[src/design/satm_pkg.sv]
package satm_pkg;

  localparam int PIXEL_COUNT = 65536;
  localparam int MAX_SAMPLES = 4096;
  localparam int ADDR_W = (PIXEL_COUNT > 1) ? $clog2(PIXEL_COUNT) : 1;

  localparam int IDX_W = 16;
  localparam int LIGHT_W = 24;
  localparam int SUM_W = 36;
  localparam int CNT_W = 13;
  localparam int BYTE_W = 8;
  localparam int LANES = 3;

  localparam int DIV_STEPS = 24;
  localparam int FRAC_STEPS = 32;
  localparam int SQRT_STEPS = 8;
  localparam int SQ_W = 2 * DIV_STEPS;
  localparam int ND_W = 62;
  localparam int THR_W = 16;
  localparam int PROD_W = 48;

  localparam int LANE_LAT = 2 + (DIV_STEPS + 1) + 2 + (FRAC_STEPS + 1) + (SQRT_STEPS + 1);

  localparam int NUM_SQ_K = 2259;
  localparam int NUM_LIN_K = 45 * 65536;
  localparam int DEN_SQ_K = 2187;
  localparam int DEN_LIN_K = 885 * 65536;
  localparam logic [ND_W-1:0] DEN_OFS = ND_W'(350) << 32;
  localparam int BYTE_SCALE = 65025;

  localparam int CFG_IDX_W = 2;
  localparam logic [CFG_IDX_W-1:0] REG_ACC_MODE = 2'd0;
  localparam logic [CFG_IDX_W-1:0] REG_SAMPLE_LIMIT = 2'd1;
  localparam logic ACC_MODE_RESET = 1'b1;
  localparam logic [CNT_W-1:0] SAMPLE_LIMIT_RESET = 13'd64;

  typedef struct packed {
    logic              vld;
    logic [ADDR_W-1:0] addr;
    logic [LIGHT_W-1:0] light;
    logic [CNT_W-1:0]  cnt;
  } lane_in_t;

  typedef struct packed {
    logic [IDX_W-1:0]  idx;
    logic [BYTE_W-1:0] red;
    logic [BYTE_W-1:0] green;
    logic [BYTE_W-1:0] blue;
    logic              last;
  } result_t;

endpackage

[src/design/satm_merge.sv]
module satm_merge (
  input  logic                clk,
  input  logic                rst_n,
  input  logic                res_vld,
  input  satm_pkg::result_t   res,
  output logic                adv,
  output logic                out_valid,
  input  logic                out_ready,
  output satm_pkg::result_t   out_word
);
  import satm_pkg::*;

  localparam logic [1:0] OCC_FULL = 2'd2;

  logic [1:0] occ_r;
  logic [1:0] occ_nxt;
  result_t    head_r;
  result_t    tail_r;
  logic       push;
  logic       pop;

  assign adv = (occ_r != OCC_FULL);
  assign push = adv && res_vld;
  assign out_valid = (occ_r != 2'd0);
  assign pop = out_valid && out_ready;
  assign out_word = head_r;
  assign occ_nxt = occ_r + {1'b0, push} - {1'b0, pop};

  always_ff @(posedge clk) begin
    if (!rst_n) begin
      occ_r <= '0;
    end else begin
      occ_r <= occ_nxt;
    end
  end

  always_ff @(posedge clk) begin
    unique case ({push, pop})
      2'b10: begin
        if (occ_r == 2'd0) begin
          head_r <= res;
        end else begin
          tail_r <= res;
        end
      end
      2'b01: begin
        head_r <= tail_r;
      end
      2'b11: begin
        if (occ_r == 2'd1) begin
          head_r <= res;
        end else begin
          head_r <= tail_r;
          tail_r <= res;
        end
      end
      default: begin
      end
    endcase
  end

`ifndef SYNTHESIS
  a_no_overfill: assert property (@(posedge clk) disable iff (!rst_n)
    occ_r == OCC_FULL && !pop |=> occ_r == OCC_FULL)
    else $error("output buffer lost a word");
`endif

endmodule

[config.mk]
export PLATFORM = sky130hd
export DESIGN_NAME = satm_merge
export DESIGN_NICKNAME = d
export VERILOG_FILES = /design/src/design/satm_pkg.sv /design/src/design/satm_merge.sv
export SDC_FILE = /design/constraint.sdc
export NUM_CORES = 1
export LEC_CHECK = 0
export BUFFER_PORTS_ARGS = -buffer_cell sky130_fd_sc_hd__buf_2
export CAP_MARGIN = 15
export CORE_AREA = 5 5 84 86
export DETAILED_ROUTE_END_ITERATION = 10
export DIE_AREA = 0 0 89 91
export PLACE_DENSITY = 0.78
export SLEW_MARGIN = 25
export SYNTH_ARGS = -nofsm -noshare
export SYNTH_HDL_FRONTEND = slang
export SYNTH_SLANG_ARGS = --single-unit
[constraint.sdc]
create_clock -name clk -period 5.65 [get_ports clk]
set_input_delay 0.565 -clock clk [delete_from_list [all_inputs] [get_ports clk]]
set_output_delay 0.565 -clock clk [all_outputs]
set_load 0.01 [all_outputs]
# Word-level counts from Yosys, hierarchy flattened
# Index checks and enable logic that the tools add are counted.
# classes
n_reduce_logical	8
n_eq_ne	8
add_sub_neg	2
n_mux	6
# op_table
operator	count
$mux W41	4
$pmux W41 S3	1
$pmux W41 S2	1
$ne A2 B2 Y1 const B	4
$eq A2 B1 Y1 const B	2
$eq A2 B2 Y1 const B	2
$reduce_bool A2 Y1	2
$reduce_and A3 Y1	1
$reduce_bool A3 Y1	1
$add A2 B1 Y2	1
$logic_and A1 B1 Y1	2
$logic_not A2 Y1	1
$reduce_and A2 Y1	1
$sub A2 B1 Y2	1
# word_totals
input_bits	45
wordCells	35
regBits	84
out_inout_bits	43

# Logic depth before layout (Yosys ltp)
# Gate-level depths: netlist of the first run.
# depth
word_depth	5
ltp_mapped	6
ltp_nobuf	6

# Least setup slack after synthesis of the first run
# OpenSTA, ideal clock, no wires.
# synth_timing
path_kind	input-to-reg
start	input out_ready
end	register tail_r[0] (netlist bit), enable pin
path_buffers	0
slack_ns	2.783
setup_ns	0.439
cell_stages	2
arrival_ns	2.428
required_time_ns	5.211
path_cell_list	nor2b_1 nor2_1
# synth_via
elab_chain_len	4
elab_cells_between_ends	7
classes_between	eq/ne: 4; reduce/logical: 3
# synth_lines
element	line_no	text
start, declared	satm_merge.sv:8	input logic out_ready,
$logic_and A1 B1 Y1 *	satm_merge.sv:25	assign pop = out_valid && out_ready;
$eq A2 B2 Y1	satm_merge.sv:38	unique case ({push, pop})
$ne A2 B2 Y1 (no line) / $reduce_bool A2 Y1 (equally long branches)	n/a	
$reduce_and A3 Y1 (no line) *	n/a	
end signal, assigned	satm_merge.sv:43	tail_r <= res;
end signal, assigned	satm_merge.sv:54	tail_r <= res;
end, declared	satm_merge.sv:18	result_t tail_r;
# Every way passes the cells marked *; elsewhere a longest branch is shown, timed or not.
# A chain may end at the register's enable or synchronous reset.

# Final worst setup path of the first run
# layout_timing
start	register occ_r[0]
end	register head_r, in the netlist out_word[18], data pin
# layout_via
elab_chain_len	4
elab_cells_between_ends	10
classes_between	eq/ne: 5; mux: 2; reduce/logical: 3
# layout_lines
element	line_no	text
start, declared	satm_merge.sv:15	logic [1:0] occ_r;
start signal, assigned	satm_merge.sv:33	occ_r <= occ_nxt;
$ne A2 B2 Y1 / $reduce_bool A2 Y1 (equally long branches)	satm_merge.sv:22, satm_merge.sv:24	
$logic_and A1 B1 Y1 (on tied branches)	satm_merge.sv:23, satm_merge.sv:25	
$eq A2 B2 Y1 / $eq A2 B1 Y1 (equally long branches)	satm_merge.sv:38	
$pmux W41 S3 *	satm_merge.sv:38	
end signal, assigned	satm_merge.sv:41	head_r <= res;
end signal, assigned	satm_merge.sv:47	head_r <= tail_r;
end signal, assigned	satm_merge.sv:51	head_r <= res;
end, declared	satm_merge.sv:17	result_t head_r;
# Marks and branches as above.

==> impl_metrics.env, run 1 <==
export IMPL_wl_per_cell_um=16.6
export IMPL_hp_start="res[38]"
export IMPL_timing_final_ws_setup_ns=3.88
export IMPL_die_h_um=91
export IMPL_dp_hpwl_um=3660
export IMPL_clock_fmax_ghz=0.563
export IMPL_cap_violations=0
export IMPL_post_cts_buffers=0
export IMPL_clock_path_buffers=2
export IMPL_critical_path_endpoint="out_word[18]"
export IMPL_cp_max_fo=41
export IMPL_synth_seq_cells=84
export IMPL_drt_pass1_iterations=4
export IMPL_ys_warn_count=0
export IMPL_cts_inserted_buffers=9
export IMPL_tns_ns=0
export IMPL_layout_drive_gt1_share_pct=59.5
export IMPL_vias=1630
export IMPL_synth_top_area_cell="edfxtp_1"
export IMPL_clk_pin_slew_ns=0.08
export IMPL_grt_pass1_vias=1697
export IMPL_total_power_uw=1430
export IMPL_htreeDepth=3
export IMPL_synthDistinctLibCells=20
export IMPL_rr_worst_depth=4
export IMPL_drt_iter0_markers=101
export IMPL_dpl_worst_slack_ns=3.58
export IMPL_antenna_found_initial=0
export IMPL_die_x_um=89
export IMPL_finalNetCount=288
export IMPL_globalplace_congestion=0.712
export IMPL_fin_util_pct=62.5
export IMPL_power_leakage_uw=0.00148
export IMPL_crit_chain="nor2b_4 > o21ai_4 > buf_4 > mux2_2"
export IMPL_power_density_nw_per_um2=368
export IMPL_critical_path_depth=4
export IMPL_whs_ns=0.416
export IMPL_grt_max_degree=42
export IMPL_crit_family="buffers and inverters"
export IMPL_setup_violations=0
export IMPL_path_class="flop to flop"
export IMPL_syn_num_nets=192
export IMPL_peakVddDrop_mv=0.276
export IMPL_hold_viol_final=0
export IMPL_rows=29
export IMPL_r2r_end="out_word[18]"
export IMPL_insertion_delay_ns=0.33
export IMPL_cts_sinks=84
export IMPL_postCtsResizedCells=0
export IMPL_max_stage_delay_ns=0.45
export IMPL_ant_nets=0
export IMPL_area_growth_pct=22.9
export IMPL_r2r_slack_ns=3.88
export IMPL_viasPerCell=5.03
export IMPL_cp_start_kind="flop"
export IMPL_syn_avg_cell_area_um2=21.6
export IMPL_cp_startpoint="occ_r[0]"
export IMPL_slowest_stage="buf_4"
export IMPL_hold_path_class="input pin to flop"
export IMPL_synth_common_cells="edfxtp_1, mux2_2, mux2_1"
export IMPL_cts_tree="done"
export IMPL_die_area_um2=8100
export IMPL_tightest_slew_ns=0.583
export IMPL_critPathRequiredTime_ns=5.73
export IMPL_io_pins=88
export IMPL_synth_top_area_share_pct=78.1
export IMPL_reg2reg_from="occ_r[0]"
export IMPL_io_buffers=87
export IMPL_critPathCaptureType="flop"
export IMPL_hold_buffers=0
export IMPL_slew_headroom_pct=61.1
export IMPL_drc_errors=0
export IMPL_ys_flop_type="edfxtp_1"
export IMPL_cp_num_buf_inv=1
export IMPL_grt_pass1_wl_um=8370
export IMPL_initial_core_util_pct=50.8
export IMPL_grt_total_usage_pct=13.7
export IMPL_worstPathArrival_ns=1.85
export IMPL_antennaDiodeCount=0
export IMPL_ys_seq_area_share_pct=79.3
export IMPL_synthMostInstantiatedCell="edfxtp_1"
export IMPL_finalCriticalPeriod_ns=1.77
export IMPL_min_period_over_period_pct=31.4
export IMPL_wl_um=5380
export IMPL_syn_inst=146
export IMPL_slew_viol_final=0
export IMPL_fin_skew_ns=0.00901
export IMPL_nFillCells=465
export IMPL_ys_async_sr_fraction_pct=0
export IMPL_syn_area_um2=3150
export IMPL_root_buffer="clkbuf_8"
export IMPL_gr_total_overflow=0
export IMPL_synth_edf_count=82
export IMPL_rsz0062_at_grt="no"
export IMPL_synth_top_cells_by_area="edfxtp_1, mux2_2, dfxtp_1, mux2_1, clkbuf_8"
export IMPL_core_area_um2=6200
export IMPL_status="finished clean"
==> state kept, by name (all words and copies together), names as in the netlist <==
name	cells
occ_r	2
out_word	41
tail_r	41
==> kinds of logic (layout without fill, tap and decap cells) <==
family	after synthesis	in the layout	share of synthesized area, %
flops	84	84	79.3
fa+ha+maj	1	1	0.397
simple gates	10	10	2.02
mux	43	43	15.3
buf+inv	4	105	1.59
compound gates	4	4	1.35
==> worst reg2reg max path, stage by stage, from the launching register on <==
cell and delay [ns]:
dfxtp_1 0.37, nor2b_4 0.16, o21ai_4 0.10, buf_4 0.45
mux2_2 0.45
==> where the power goes <==
group	internal [uW]	total (uW)	switching, uW
Combinational	99.0	220	121
Clock	216	411	195
Sequential	777	797	19.9
Total	1090	1430	336
==> metrics by stage <==
stage | area (um^2) | cells
finish | 3880 | 324
global route | 3880 | 324
CTS | 3870 | 324
detailed placement | 3680 | 308
global placement | 3650 | 307
floorplan | 3150 | 146
==> per-layer routing <==
layer | global-route usage (%) | vias up | part of all wire [%]
li1 | - | 768 | -
met3 | 3.71 | 11 | 7.1
met1 | 17.4 | 793 | 40
met5 | 0 | - | 0
met4 | 6.45 | 0 | 1.8
met2 | 21.9 | 58 | 51
==> worst min path at each step <==
stage                              end  cells after the start  slack (ns)
after global placement    out_word[35]                      1        0.51
final                       tail_r[38]                      1        0.42
after CTS                   tail_r[38]                      1        0.40
after floorplan           out_word[33]                      1        0.50
after global routing        tail_r[38]                      1        0.40
after detailed placement  out_word[34]                      1        0.53
==> area by class of cell <==
cell class / instances / area, um^2 / area share (%)
Sequential cell: 84 / 2500 / 64.5
Multi-Input combinational cell: 58 / 613 / 15.8
Timing Repair Buffer: 89 / 470 / 12.1
Clock buffer: 12 / 145 / 3.74
Tap cell: 77 / 96.3 / 2.48
Clock inverter: 4 / 50.0 / 1.29
==> cell usage in the layout (no fill, tap or decap), drive strengths merged <==
cell type / netlist / routed
o21ai: 1 / 1
clkbuf: 2 / 12
nand2: 2 / 2
clkinvlp: 0 / 2
nor2b: 2 / 2
bufinv: 0 / 1
buf: 2 / 89
clkinv: 0 / 1
nand2b: 2 / 2
a2bb2oi: 1 / 1
ha: 1 / 1
mux2i: 1 / 1
dfxtp: 2 / 2
and2: 1 / 1
or2: 1 / 1
edfxtp: 82 / 82
mux2: 42 / 42
nor2: 1 / 1
a22oi: 1 / 1
a21bo: 1 / 1
nand3b: 1 / 1
Note: power is estimated with default switching activity, not from simulation.
==> run 2: changes to the inputs <==
- CORE_AREA: 5 5 84 86 -> 5 5 85 87
- DIE_AREA: 0 0 89 91 -> 0 0 90 92
- PLACE_DENSITY: 0.78 -> 0.77
- clock period: 5.65 -> 1.7 ns (I/O delays scaled with it)
==> impl_metrics.env, run 2 (synthesized netlist as in run 1, its figures left out) <==
export IMPL_slew_viol_final=0
export IMPL_post_cts_buffers=0
export IMPL_multi_input_area_um2=624
export IMPL_io_buffers=87
export IMPL_layout_commonest_cell="buf_2"
export IMPL_viasPerCell=4.94
export IMPL_antenna_found_initial=0
export IMPL_tns_ns=0
export IMPL_grt_pass1_vias=1824
export IMPL_drc_errors=0
export IMPL_cts_inserted_buffers=9
export IMPL_tightest_slew_ns=0.339
export IMPL_rows=29
export IMPL_slew_headroom_pct=77.4
export IMPL_area_growth_pct=28.2
export IMPL_fin_util_pct=64.4
export IMPL_peakVddDrop_mv=0.634
export IMPL_dp_hpwl_um=3920
export IMPL_rsz0062_at_grt="no"
export IMPL_status="finished clean"
export IMPL_path_class="flop to flop"
export IMPL_core_area_um2=6280
export IMPL_r2r_slack_ns=0.16
export IMPL_wl_um=5990
export IMPL_insertion_delay_ns=0.34
export IMPL_die_x_um=90
export IMPL_cap_violations=0
export IMPL_ant_nets=0
export IMPL_p_clk_share_pct=28.3
export IMPL_wl_per_cell_um=17.6
export IMPL_p_int_uw=3620
export IMPL_gr_total_overflow=0
export IMPL_globalplace_congestion=0.665
export IMPL_htreeDepth=3
export IMPL_initial_core_util_pct=50.2
export IMPL_critPathRequiredTime_ns=1.78
export IMPL_power_leakage_uw=0.00156
export IMPL_fin_skew_ns=0.0135
export IMPL_grt_pass1_wl_um=9200
export IMPL_critPathCaptureType="flop"
export IMPL_io_pins=88
export IMPL_seq_power_share_pct=55.1
export IMPL_switchingPower_uw=1170
export IMPL_grt_max_degree=42
export IMPL_clk_pin_slew_ns=0.08
export IMPL_hold_path_class="input pin to flop"
export IMPL_cp_start_kind="flop"
export IMPL_drt_pass1_iterations=4
export IMPL_worstPathArrival_ns=1.62
export IMPL_hold_viol_final=0
export IMPL_min_period_over_period_pct=90.5
export IMPL_vias=1685
export IMPL_cp_max_fo=41
export IMPL_finalCriticalPeriod_ns=1.54
export IMPL_nFillCells=471
export IMPL_drt_iter0_markers=82
export IMPL_setup_violations=0
export IMPL_grt_total_usage_pct=14.3
export IMPL_seq_area_um2=2500
export IMPL_finalNetCount=305
export IMPL_root_buffer="clkbuf_8"
export IMPL_clock_fmax_ghz=0.650
export IMPL_die_area_um2=8280
export IMPL_p_comb_share_pct=16.6
export IMPL_die_h_um=92
export IMPL_swShare_pct=24.5
export IMPL_layout_drive_gt1_share_pct=56.8
export IMPL_cts_sinks=84
export IMPL_antennaDiodeCount=0
export IMPL_clock_path_buffers=2
export IMPL_final_cell_mix="buf_2, edfxtp_1, mux2_2"
export IMPL_cts_tree="done"
export IMPL_power_density_nw_per_um2=1190
## run 2: cell types whose count changed in the layout (fill, tap and decap cells not counted), sizes merged
cell | previous run | this run
clkbuf | 12 | 9
dlygate4sd3 | 0 | 15
clkinv | 1 | 4
buf | 89 | 91
## run 2: metal layers
layer	up-vias	track usage (%)	wire (um)
li1	807	-	-
met1	822	15.9	2300
met2	46	25.0	3310
met3	10	3.44	268
met4	0	8.19	117
met5	-	0	0
## run 2: final cells by class
type / count / area share, %
Clock buffer: 9 / 3.06
Tap cell: 77 / 2.38
Timing Repair Buffer: 106 / 15.5
Sequential cell: 84 / 61.9
Clock inverter: 7 / 1.67
Multi-Input combinational cell: 58 / 15.4
## run 2: worst max-delay path, cell delays in order, from the launching register on
cell	delay (ns)
dfxtp_1	0.35
nor2b_4	0.15
o21ai_4	0.14
buf_12	0.26
mux2_2	0.38
## run 2: per-stage QoR
stage / std cells / total power [uW] / instance area [um^2] / worst slack, ns / hold slack, ns
CTS: 334 / 4820 / 3960 / 0.0406 / 0.00168
floorplan: 146 / 3130 / 3170 / 0.166 / 0.269
finish: 341 / 4790 / 4040 / 0.161 / 0.0187
global placement: 310 / 3430 / 3690 / 0.0915 / 0.361
global route: 341 / 5010 / 4040 / 0.128 / 0.000502
detailed placement: 310 / 3460 / 3690 / 0.0514 / 0.362
## run 2: path summary, 6_finish.rpt
check / start / endpoint / cells after the start
max: occ_r[0] / out_word[40] / 4
min: res[3] / tail_r[3] / 1
max reg2reg: occ_r[0] / out_word[40] / 4
min reg2reg: tail_r[33] / out_word[33] / 1
## run 2: power by group through the flow
stage / logic [uW] / clock network, uW / registers (uW)
final: 795 / 1360 / 2640
after global routing: 856 / 1490 / 2660
after CTS: 786 / 1390 / 2650
after detailed placement: 767 / 0 / 2690
after global placement: 749 / 0 / 2680
after floorplan: 351 / 0 / 2780
## run 2: timing repair
action,4_1_cts,5_1_grt
setup endpoints to repair,0,10
endpoints found under the hold margin,8,7
hold buffers,8,7
resized for setup,0,1
